<file path="config.mk">
export PLATFORM = sky130hd
export DESIGN_NAME = scpt_pair_select
export DESIGN_NICKNAME = d
export VERILOG_FILES = /design/src/hw/rtl/scpt_pkg.sv /design/src/hw/rtl/scpt_pair_select.sv
export SDC_FILE = /design/constraint.sdc
export NUM_CORES = 1
export LEC_CHECK = 0
export BUFFER_PORTS_ARGS = -buffer_cell sky130_fd_sc_hd__buf_2
export CAP_MARGIN = 20
export CELL_PAD_IN_SITES_DETAIL_PLACEMENT = 1
export CELL_PAD_IN_SITES_GLOBAL_PLACEMENT = 1
export CORE_MARGIN = 3
export CORE_UTILIZATION = 34
export DETAILED_ROUTE_END_ITERATION = 6
export PLACE_DENSITY = 0.8
export SYNTH_ARGS = -nofsm -noshare
export SYNTH_HDL_FRONTEND = slang
export SYNTH_SLANG_ARGS = --single-unit
</file>
<file path="constraint.sdc">
create_clock -name vclk -period 12
set_clock_uncertainty 0.05 [all_clocks]
set_input_delay 1.8 -clock vclk [all_inputs]
set_output_delay 1.8 -clock vclk [all_outputs]
set_load 0.02 [all_outputs]
</file>
<file path="src/hw/rtl/scpt_pkg.sv">
// ----------------------------------------------------------------------------
// scpt_pkg: shared types and constants of the shape pair collision test
// Shape kind codes, internal widths and the per-stage payload structs.
// ----------------------------------------------------------------------------
package scpt_pkg;

  // Field widths
  localparam int COORD_BITS = 16;
  localparam int SIZE_BITS  = COORD_BITS - 1;

  // Doubled-scale coordinates: 2*x + 2*w needs two bits above a coordinate
  localparam int WIDE_BITS  = COORD_BITS + 2;
  // Magnitude of a centre-to-point distance and of a radius sum
  localparam int MAG_BITS   = WIDE_BITS;
  // Squares and their sum
  localparam int SQ_BITS    = 2 * MAG_BITS;
  localparam int SUM_BITS   = SQ_BITS + 1;

  // Shape kinds
  localparam logic [1:0] KIND_NONE         = 2'd0;
  localparam logic [1:0] KIND_BOX          = 2'd1;
  localparam logic [1:0] KIND_BLOCK_CIRCLE = 2'd2;
  localparam logic [1:0] KIND_POINT_CIRCLE = 2'd3;

  // One shape at doubled scale
  typedef struct packed {
    logic [1:0]                  kind;
    logic signed [WIDE_BITS-1:0] lo_x;
    logic signed [WIDE_BITS-1:0] hi_x;
    logic signed [WIDE_BITS-1:0] lo_y;
    logic signed [WIDE_BITS-1:0] hi_y;
    logic signed [WIDE_BITS-1:0] cx;
    logic signed [WIDE_BITS-1:0] cy;
    logic [COORD_BITS-1:0]       rad;
  } shape_t;

  // Circle centre, the point it is measured to, and the reach
  typedef struct packed {
    logic                        use_dist;
    logic                        fixed_hit;
    logic signed [WIDE_BITS-1:0] cx;
    logic signed [WIDE_BITS-1:0] cy;
    logic signed [WIDE_BITS-1:0] px;
    logic signed [WIDE_BITS-1:0] py;
    logic [MAG_BITS-1:0]         rr;
  } sel_t;

  // Distance magnitudes
  typedef struct packed {
    logic                use_dist;
    logic                fixed_hit;
    logic [MAG_BITS-1:0] mx;
    logic [MAG_BITS-1:0] my;
    logic [MAG_BITS-1:0] rr;
  } mag_t;

  // Squared terms
  typedef struct packed {
    logic               use_dist;
    logic               fixed_hit;
    logic [SQ_BITS-1:0] sx;
    logic [SQ_BITS-1:0] sy;
    logic [SQ_BITS-1:0] sr;
  } sq_t;

  function automatic logic is_circle(logic [1:0] kind);
    return (kind == KIND_BLOCK_CIRCLE) || (kind == KIND_POINT_CIRCLE);
  endfunction

endpackage

</file>
<file path="src/hw/rtl/scpt_pair_select.sv">
// ----------------------------------------------------------------------------
// scpt_pair_select: case split of a shape pair
// Picks circle/circle, circle/box or box/box, clamps for the mixed case,
// resolves the box/box test outright and reports no hit if either kind is none.
// ----------------------------------------------------------------------------
module scpt_pair_select (
  input  scpt_pkg::shape_t shape_a_i,
  input  scpt_pkg::shape_t shape_b_i,
  output scpt_pkg::sel_t   sel_o
);
  import scpt_pkg::*;

  function automatic logic signed [WIDE_BITS-1:0] clamp(
    logic signed [WIDE_BITS-1:0] v,
    logic signed [WIDE_BITS-1:0] lo,
    logic signed [WIDE_BITS-1:0] hi
  );
    logic signed [WIDE_BITS-1:0] r;
    r = (v > hi) ? hi : v;
    r = (r < lo) ? lo : r;
    return r;
  endfunction

  logic   a_circ, b_circ, box_hit;
  shape_t circ, box;

  assign a_circ = is_circle(shape_a_i.kind);
  assign b_circ = is_circle(shape_b_i.kind);
  assign circ   = a_circ ? shape_a_i : shape_b_i;
  assign box    = a_circ ? shape_b_i : shape_a_i;

  // strict overlap: touching edges miss
  assign box_hit = (shape_a_i.lo_x < shape_b_i.hi_x) && (shape_a_i.hi_x > shape_b_i.lo_x) &&
                   (shape_a_i.lo_y < shape_b_i.hi_y) && (shape_a_i.hi_y > shape_b_i.lo_y);

  always_comb begin
    sel_o.use_dist  = 1'b0;
    sel_o.fixed_hit = 1'b0;
    sel_o.cx        = circ.cx;
    sel_o.cy        = circ.cy;
    sel_o.px        = circ.cx;
    sel_o.py        = circ.cy;
    sel_o.rr        = MAG_BITS'(circ.rad);
    if (shape_a_i.kind == KIND_NONE || shape_b_i.kind == KIND_NONE) begin
      sel_o.fixed_hit = 1'b0;
    end else if (a_circ && b_circ) begin
      sel_o.use_dist = 1'b1;
      sel_o.px       = shape_b_i.cx;
      sel_o.py       = shape_b_i.cy;
      sel_o.rr       = MAG_BITS'(shape_a_i.rad) + MAG_BITS'(shape_b_i.rad);
    end else if (a_circ || b_circ) begin
      // nearest point of the box to the circle centre
      sel_o.use_dist = 1'b1;
      sel_o.px       = clamp(circ.cx, box.lo_x, box.hi_x);
      sel_o.py       = clamp(circ.cy, box.lo_y, box.hi_y);
    end else begin
      sel_o.fixed_hit = box_hit;
    end
  end

endmodule

</file>
==> run summary, run 1 <==
Outcome -> completed
Design Area, Final -> 9330 µm²
Overall power -> 0.000630 W
First-pass GRT wire length -> 49700 µm
Core area -> 21200 µm²
Power per cell area -> 67.5 nW/µm²
Hold_sp -> shape_b_i[4]
Post-CTS setup buffers -> 0
Fillers -> 2767
Max Transition Viols Final -> 0
Total global-route track usage -> 25.3%
Placed inst area -> 9330 µm²
Post-Route WL -> 32000 µm
Initial DRC count -> 333
Sequential cell count -> 0
Final min period -> 10520 ps
DRT Pass-1 Iters -> 4
Fmax -> 95.1 MHz
Worst Max-Slew Pin Slew -> 1040 ps
Tcrit/Tclk final -> 87.6%
Worst hold path type -> in2out
Die width -> 154 µm
Post-Place Setup Slack -> 1510 ps
Worst Path Max Fanout -> 105
PnR worst setup slack -> 1480 ps
Netlist Area Pre-Place -> 7410 µm²
Buffers added on ports -> 343
Mean post-synth cell area -> 7.53 µm²
Max_cap viols -> 0
Post-cts resize count -> 0
Overflow after GRT -> 0
Crit path arrival time -> 8670 ps
# rows -> 53
Final Hold Fails -> 0
Crit end category -> output pin
Seq. cell area -> 0 µm²
WL/cell -> 20.5 µm
RSZ-0062 raised after global routing -> no
Mapped Nets -> 1390
WHS Endpoint -> sel_o[4]
Drt via density -> 5.63
RePlAce Congestion -> 0.932
Worst EP required -> 10150 ps
Setup TNS -> 0 ps
Post-Syn Instances -> 985
Maximum vdd drop -> 0.0298 mV
Distinct cell type count after synthesis -> 69
Drt drc -> 0
Cts-stage hold buffer count -> 0
Clkbuf count -> 0
Synth Warn # -> 0
Setup Crit Path Kind -> in2out
Vias in the first global route -> 9476
CP startpoint kind -> input pin
LEAKAGE -> 5.36 nW
N_diodes -> 0
Post-DRT Antenna Nets -> 0
Hold depth -> 4
Die span in y -> 154 µm
Largest net degree at the start of global routing -> 106
Share of cells above drive strength 1 -> 32.4%
Initial Util -> 34.9%
Fin util -> 44.0%
NumNets Final -> 1694
Rel. slew slack -> 30.7%
Initial antenna violation count -> 1
Setup violations, final -> 0
Die area -> 23600 µm²
IO Pins -> 344
Final HPWL from detailed placement -> 27800 µm
DR vias -> 8790
Area Overhead vs Synth -> 25.9%
Seq/Total Area, Yosys -> 0%
[layout by cell type, fill, tap and decap left out, types with 3 or more instances in the layout]
cell type  instances
a2111oi_0          3
a211oi_1           8
a21o_1            43
a21oi_1           50
a22o_1            17
a311oi_1           3
a31oi_1           25
and3_1             4
and4_1             4
buf_2            342
buf_4              8
ha_1             152
inv_1            121
mux2_2            29
mux2_4            10
mux2i_1          115
nand2_1           43
nand2b_1           8
nand3_1            9
nand4_1           24
nor2_1            80
nor2b_1           11
nor3_1            10
o211ai_1           7
o211ai_2          10
o21a_1             4
o21ai_0           44
o22ai_1           19
o31ai_1           20
or2_2              4
xnor2_1           10
xor2_1             4
[cell families after synthesis]
family	after synthesis	synth area share (%)
AO/OA/AOI/OAI	280	26.6
AND/OR/NAND/NOR	210	14.0
buffers and inverters	171	9.42
multiplexers	155	22.3
adder cells (fa/ha/maj)	153	25.9
XOR/XNOR	15	1.77
other	1	0.0506
[cell type report]
cell class	count	area, µm²	share of cell area (%)
repair buffers	351	1780	19.1
multi-input cells	814	6750	72.3
inverters	122	458	4.91
well taps	275	344	3.69
[report_power, final]
group / internal [W] / switching, W
sequential: 0 / 0
combinational: 0.000261 / 0.000370
clock: 0 / 0
[stage by stage]
stage / hold WS [ps] / instances
2_1_floorplan: 3720 / 985
3_3_place_gp: 3920 / 1562
3_5_place_dp: 3930 / 1562
4_1_cts: 3930 / 1562
5_1_grt: 3950 / 1562
6_report: 3920 / 1562
[critical path, stage by stage]
cell and delay, ps:
buf_6 720, buf_4 480, buf_4 430, mux2_2 430, ha_1 310, nor2b_1 150
o21a_1 130, o22ai_1 80, a21boi_1 200, o311ai_2 130, a31oi_4 750, nand2_1 100
o21ai_0 140, inv_1 80, ha_1 310, a21o_1 170, a21o_1 180, a21oi_1 160
nor2b_1 70, o21ai_0 170, nand2b_1 140, nor4b_4 300, o31ai_4 150, buf_4 260
mux2_4 310, a31oi_1 210, buf_2 210
[worst max path at each step]
stage,start,endpoint,slack (ps),cells after the start
CTS,shape_a_i[125],sel_o[29],1530,23
detailed placement,shape_a_i[125],sel_o[29],1510,23
floorplan,shape_a_i[125],sel_o[36],1800,29
global placement,shape_a_i[125],sel_o[29],1760,22
global route,shape_a_i[125],sel_o[39],1120,21
finish,shape_a_i[125],sel_o[29],1480,27
[cell usage after synthesis (all sizes together), types with 2 or more instances]
master	n	area share (%)
o41ai	2	0.24
xnor2	10	1.2
ha	152	26
a311oi	3	0.35
clkbuf	28	1.4
mux2i	116	16
nor2b	11	0.93
a21oi	51	3.6
nand2	43	2.2
nor3	10	0.68
o311ai	2	0.44
xor2	5	0.59
o22ai	20	1.7
or2	4	0.34
o21a	4	0.41
buf	21	1.8
or3	2	0.17
o211ai	17	2.4
a211oi	8	0.81
o2111ai	2	0.24
and3	4	0.34
o31ai	21	2.3
o22a	2	0.24
and3b	2	0.24
a22o	17	2.0
nand3b	2	0.20
mux2	39	6.4
inv	121	6.1
nand2b	9	0.86
a31oi	26	2.4
nand3	9	0.61
nor2	80	4.1
a21o	43	4.4
o21ai	44	3.0
and4	5	0.62
o221ai	2	0.24
a21boi	3	0.30
nand4	24	2.0
a2111oi	4	0.56
[routing by layer]
layer / routed length, µm / part of all wire (%) / vias to the layer above / track usage [%]
met5: 7 / 0.022 / - / 0
met4: 841 / 2.6 / 2 / 5.55
met3: 1720 / 5.4 / 53 / 2.98
met2: 16300 / 51 / 296 / 48.5
met1: 13200 / 41 / 4186 / 29.9
li1: - / - / 4253 / -
(Power assumes the default switching activity.)
==> inputs of run 2 (changes only) <==
--- a/config.mk
+++ b/config.mk
@@ -9,9 +9,11 @@
 export CAP_MARGIN = 20
 export CELL_PAD_IN_SITES_DETAIL_PLACEMENT = 1
 export CELL_PAD_IN_SITES_GLOBAL_PLACEMENT = 1
+export CORE_ASPECT_RATIO = 1.75
 export CORE_MARGIN = 3
 export CORE_UTILIZATION = 34
 export DETAILED_ROUTE_END_ITERATION = 6
+export GPL_TIMING_DRIVEN = 0
 export PLACE_DENSITY = 0.8
 export SYNTH_ARGS = -nofsm -noshare
 export SYNTH_HDL_FRONTEND = slang
==> run summary, run 2 (synthesis results as in run 1) <==
Placed inst area -> 9480 µm² (+1.6%)
Max_cap viols -> 0 (unchanged)
# rows -> 70 (+32%)
Final Hold Fails -> 0 (unchanged)
LEAKAGE -> 5.42 nW (+1.1%)
Final HPWL from detailed placement -> 31200 µm (+13%)
Comb power frac -> 100.0% (about the same)
Fmax -> 88.7 MHz (-6.7%)
Outcome -> completed
Worst Path Max Fanout -> 19 (-82%)
NumNets Final -> 1732 (+2.2%)
Area Overhead vs Synth -> 28.2%
Max Transition Viols Final -> 0 (unchanged)
RePlAce Congestion -> 0.911 (-2.2%)
Worst setup path end -> sel_o[36]
Most frequent cells in the layout -> 347 x buf_2, 152 x ha_1, 121 x inv_1
Switching Share -> 59.0% (+0.37 points)
Sequential cell count -> 0 (unchanged)
CP startpoint kind -> input pin
Share of cells above drive strength 1 -> 31.7% (-0.70 points)
Largest net degree at the start of global routing -> 11 (-90%)
Post-Route WL -> 35500 µm (+11%)
Overflow after GRT -> 0 (unchanged)
Power per cell area -> 69.2 nW/µm² (+2.5%)
Buffers added on ports -> 341 (-0.58%)
Fillers -> 2867 (+3.6%)
Finished Layout Cells -> 1619 (+3.6%)
Beginning of the critical path -> shape_a_i[125]
RSZ-0062 raised after global routing -> no
Worst hold path type -> in2out
Die width -> 118 µm (-23%)
Worst Max-Slew Pin Slew -> 1040 ps (+3.50 ps)
Max incr delay on CP -> 560 ps (-190 ps)
Drt drc -> 0 (unchanged)
Initial Util -> 35.0% (+0.041 points)
Crit end category -> output pin
Tcrit/Tclk final -> 94.0% (+6.3 points)
Int Power -> 0.000269 W (+3.4%)
Total global-route track usage -> 28.2% (+2.9 points)
DR vias -> 9180 (+4.4%)
Rel. slew slack -> 28.6% (-2.0 points)
Sequential share of power -> 0% (unchanged)
Switching pwr -> 0.000388 W (+5.0%)
DP Cell Count -> 1614 (+3.3%)
First-pass GRT wire length -> 53700 µm (+8.2%)
DRT Pass-1 Iters -> 5 (+1)
Initial DRC count -> 340 (+2.1%)
IO Pins -> 344 (unchanged)
Worst EP required -> 10150 ps (about the same)
WP buf/inv -> 10 (+4)
Seq. cell area -> 0 µm² (unchanged)
Design Area, Final -> 9500 µm² (+1.8%)
Worst path depth -> 29 (+7.4%)
Commonest non-fill, non-tap cell in the layout -> buf_2
Crit-path slowest cell -> clkdlybuf4s15_2
Initial antenna violation count -> 8 (+7)
WL/cell -> 22.0 µm (+7.1%)
Cell family with most CP delay -> buffers and inverters
Die area -> 23700 µm² (+0.29%)
Die span in y -> 201 µm (+31%)
Drt via density -> 5.67 (+0.76%)
Setup violations, final -> 0 (unchanged)
Core area -> 21200 µm² (-0.12%)
Clkbuf count -> 0 (unchanged)
Area of the multi-input gates -> 6720 µm² (-0.48%)
Maximum vdd drop -> 0.0377 mV (+26%)
Setup Crit Path Kind -> in2out
Clk pwr share -> 0% (unchanged)
Cts-stage hold buffer count -> 0 (unchanged)
Post-DRT Antenna Nets -> 0 (unchanged)
Final min period -> 11280 ps (+761 ps)
Crit path arrival time -> 9430 ps (+760 ps)
Vias in the first global route -> 9975 (+5.3%)
-- run 2: layout make-up --
type / count / area share [%]
multi-input cells: 814 / 70.7
well taps: 288 / 3.79
inverters: 122 / 4.82
repair buffers: 341 / 18.0
plain buffers: 48 / 2.58
diodes: 6 / 0.158
-- run 2: worst min-delay path by stage --
| stage | from | to | slack (ps) | cells after the start |
|---|---|---|---|---|
| 3_5_place_dp | shape_a_i[14] | sel_o[14] | 3930 | 4 |
| 4_1_cts | shape_a_i[14] | sel_o[14] | 3930 | 4 |
| 5_1_grt | shape_b_i[6] | sel_o[6] | 3940 | 4 |
| 2_1_floorplan | shape_b_i[0] | sel_o[0] | 3720 | 2 |
| 3_3_place_gp | shape_b_i[5] | sel_o[5] | 3920 | 4 |
| 6_report | shape_a_i[14] | sel_o[14] | 3920 | 4 |
-- run 2: power by group through the flow --
stage / clock [W] / combinational, W / sequential, W
floorplan: 0 / 0.000429 / 0
global placement: 0 / 0.000638 / 0
detailed placement: 0 / 0.000653 / 0
CTS: 0 / 0.000657 / 0
global route: 0.0000000000669 / 0.000716 / 0
finish: 0.0000000000670 / 0.000657 / 0
-- run 2: metal layers --
layer  vias up  track usage, %  wire (µm)
li1       4330               -          -
met4         4            12.6       1860
met2       355            57.8      19800
met5         -               0         14
met3       100            2.95       1570
met1      4391            27.7      12300
-- run 2: metrics by stage --
step	power (W)	worst slack [ps]	TNS (ps)	utilization (%)	hold WS, ps
6_report	0.000657	721	0	44.8	3920
5_1_grt	0.000716	185	0	44.8	3940
4_1_cts	0.000657	225	0	44.8	3930
3_5_place_dp	0.000653	-322	-848	44.7	3930
3_3_place_gp	0.000638	-323	-1040	44.7	3920
2_1_floorplan	0.000429	1800	0	-	3720
-- run 2: what timing repair did --
item / in CTS / in global routing
setup endpoints to repair: 11 / 7
gates resized for setup: 3 / 0
buffers inserted: 0 / 0
==> inputs of run 3 (changes only) <==
--- a/config.mk
+++ b/config.mk
@@ -5,13 +5,14 @@
 export SDC_FILE = /design/constraint.sdc
 export NUM_CORES = 1
 export LEC_CHECK = 0
+export ABC_AREA = 1
 export BUFFER_PORTS_ARGS = -buffer_cell sky130_fd_sc_hd__buf_2
 export CAP_MARGIN = 20
 export CELL_PAD_IN_SITES_DETAIL_PLACEMENT = 1
 export CELL_PAD_IN_SITES_GLOBAL_PLACEMENT = 1
 export CORE_ASPECT_RATIO = 1.75
 export CORE_MARGIN = 3
-export CORE_UTILIZATION = 34
+export CORE_UTILIZATION = 32
 export DETAILED_ROUTE_END_ITERATION = 6
 export GPL_TIMING_DRIVEN = 0
 export PLACE_DENSITY = 0.8
==> run summary, run 3 <==
Outcome -> completed
Worst EP required -> 10150 ps (about the same)
Drt drc -> 0 (unchanged)
WL/cell -> 20.5 µm (-6.4%)
Count leader, synth -> nand2_1
Max incr delay on CP -> 770 ps (+210 ps)
Post-Route WL -> 41900 µm (+18%)
Die width -> 123 µm (+4.6%)
Total global-route track usage -> 30.8% (+2.6 points)
Post-Place Setup Slack -> 1250 ps (+1570 ps)
Fmax -> 91.2 MHz (+2.8%)
Most frequent CP cell -> nand2_1
Worst Max-Slew Pin Slew -> 951 ps (-92.6 ps)
Core area -> 23500 µm² (+11%)
PnR worst setup slack -> 1030 ps (+309 ps)
Maximum vdd drop -> 0.0358 mV (-4.9%)
Most frequent cells in the layout -> 401 x nand2_1, 345 x buf_2, 199 x inv_1
Worst hold path type -> in2out
Share of cells above drive strength 1 -> 24.0% (-7.7 points)
Mapped Nets -> 1790 (+29%)
Initial Util -> 32.6% (-2.3 points)
Max Transition Viols Final -> 0 (unchanged)
Initial antenna violation count -> 9 (+1)
Netlist Area Pre-Place -> 7670 µm² (+3.5%)
Post-CTS setup buffers -> 0 (unchanged)
CP startpoint kind -> input pin
Power per cell area -> 76.1 nW/µm² (+10%)
Hold depth -> 4 (unchanged)
Rel. slew slack -> 36.6% (+8.0 points)
Final HPWL from detailed placement -> 36200 µm (+16%)
Beginning of the critical path -> shape_a_i[125]
Fillers -> 3512 (+22%)
DR vias -> 11100 (+21%)
RePlAce Congestion -> 0.963 (+5.8%)
Top post-synthesis cells by area -> ha_1 25%, nand2_1 20%, o21ai_0 10%
Area of the multi-input gates -> 6610 µm² (-1.6%)
Commonest cells post-synth -> 401 x nand2_1, 199 x inv_1, 161 x o21ai_0
Post-Syn Instances -> 1385 (+41%)
Synth Warn # -> 0 (unchanged)
Sequential cell count -> 0 (unchanged)
DRT Pass-1 Iters -> 5 (unchanged)
Commonest non-fill, non-tap cell in the layout -> nand2_1
Cts-stage hold buffer count -> 0 (unchanged)
Clkbuf count -> 0 (unchanged)
# rows -> 74 (+5.7%)
First-pass GRT wire length -> 61900 µm (+15%)
M1 wire length -> 14800 µm (+20%)
Die span in y -> 211 µm (+4.7%)
Final min period -> 10970 ps (-309 ps)
Setup Crit Path Kind -> in2out
Yosys top cell area share -> 24.8% (-0.87 points)
RSZ-0062 raised after global routing -> no
Die area -> 26000 µm² (+9.6%)
Crit end category -> output pin
Buffers added on ports -> 343 (+0.59%)
Crit path arrival time -> 9120 ps (-310 ps)
Vias in the first global route -> 11700 (+17%)
Drt via density -> 5.46 (-3.7%)
DR WL met3 -> 1800 µm (+15%)
Worst setup path end -> sel_o[35]
Routed wl met2 -> 22500 µm (+14%)
Mean post-synth cell area -> 5.54 µm² (-26%)
Seq. cell area -> 0 µm² (unchanged)
Post-DRT Antenna Nets -> 0 (unchanged)
IO Pins -> 344 (unchanged)
Largest net degree at the start of global routing -> 11 (unchanged)
Distinct cell type count after synthesis -> 44 (-36%)
LEAKAGE -> 5.83 nW (+7.4%)
Initial DRC count -> 506 (+49%)
Max_cap viols -> 0 (unchanged)
NumNets Final -> 2135 (+23%)
Area Overhead vs Synth -> 27.6%
Fin util -> 41.6% (-3.2 points)
Top Layer Used -> met5
Setup TNS -> 0 ps (unchanged)
Area leader, netlist -> ha_1
Overflow after GRT -> 0 (unchanged)
Seq/Total Area, Yosys -> 0% (unchanged)
Tcrit/Tclk final -> 91.4% (-2.6 points)
Final Hold Fails -> 0 (unchanged)
Post-cts resize count -> 0 (-3)
Crit-path slowest cell -> clkbuf_1
Worst Path Max Fanout -> 10 (-9)
Setup violations, final -> 0 (unchanged)
-- run 3: cell types whose count changed after synthesis, moves of 17 or more --
cell / change
inv_1: +78
nand2_1: +358
a21oi_1: +59
mux2_2: -29
a21o_1: -42
a31oi_1: -25
o21ai_0: +117
nand3_2: +27
mux2i_1: -115
nand3_1: +102
a22o_1: -17
o31ai_1: -18
nor2_1: -28
-- run 3: per-stage QoR --
| stage | hold WS, ps | total power (W) | cell area, µm² | instances |
|---|---|---|---|---|
| after global placement | 3910 | 0.000716 | 9770 | 2032 |
| after floorplan | 3650 | 0.000477 | 7670 | 1385 |
| after CTS | 3910 | 0.000741 | 9770 | 2032 |
| after global routing | 3940 | 0.000822 | 9790 | 2040 |
| after detailed placement | 3910 | 0.000738 | 9770 | 2032 |
| final | 3920 | 0.000745 | 9790 | 2040 |
-- run 3: kinds of logic (layout without fill, tap and decap cells) --
kind of cell | Yosys count | count (layout) | synth area share [%]
and+or+nand+nor | 644 | 644 | 38.0
xor gates and xnor gates | 5 | 5 | 0.571
other | 1 | 9 | 0.0489
buffers and inverters | 263 | 606 | 13.9
adders and majority gates | 153 | 153 | 25.0
AOI/OAI and AO/OA | 319 | 319 | 22.4
-- run 3: worst min-delay path by stage --
stage | to | slack [ps] | startpoint
after floorplan | sel_o[57] | 3650 | shape_a_i[125]
after global placement | sel_o[3] | 3910 | shape_a_i[3]
after detailed placement | sel_o[3] | 3910 | shape_a_i[3]
after CTS | sel_o[3] | 3910 | shape_a_i[3]
after global routing | sel_o[9] | 3940 | shape_a_i[9]
final | sel_o[3] | 3920 | shape_a_i[3]
-- run 3: worst max-delay path: cells and delay by family --
kind / cells / cell delay, ps
buffers and inverters: 9 / 3000
AO/OA/AOI/OAI: 8 / 1940
adder cells (fa/ha/maj): 2 / 740
AND/OR/NAND/NOR: 16 / 1620
-- run 3: cell type report --
| type | count | share of cell area [%] |
|---|---|---|
| repair buffers | 343 | 17.5 |
| multi-input cells | 1122 | 67.5 |
| plain buffers | 58 | 3.02 |
| diodes | 8 | 0.204 |
| well taps | 304 | 3.88 |
| inverters | 205 | 7.86 |
-- run 3: power breakdown --
part	leakage, nW	total (W)	internal, W	switching [W]
Combinational	5.83	0.000745	0.000251	0.000494
Sequential	0	0	0	0
Clock	0.0000507	0.0000000000894	0.0000000000893	0
Total	5.83	0.000745	0.000251	0.000494
-- run 3: layer usage --
| metal | vias to the layer above | GRT usage (%) |
|---|---|---|
| met5 | - | 0 |
| met4 | 2 | 18.2 |
| met3 | 153 | 2.06 |
| met2 | 426 | 60.2 |
| met1 | 5247 | 30.9 |
| li1 | 5311 | - |
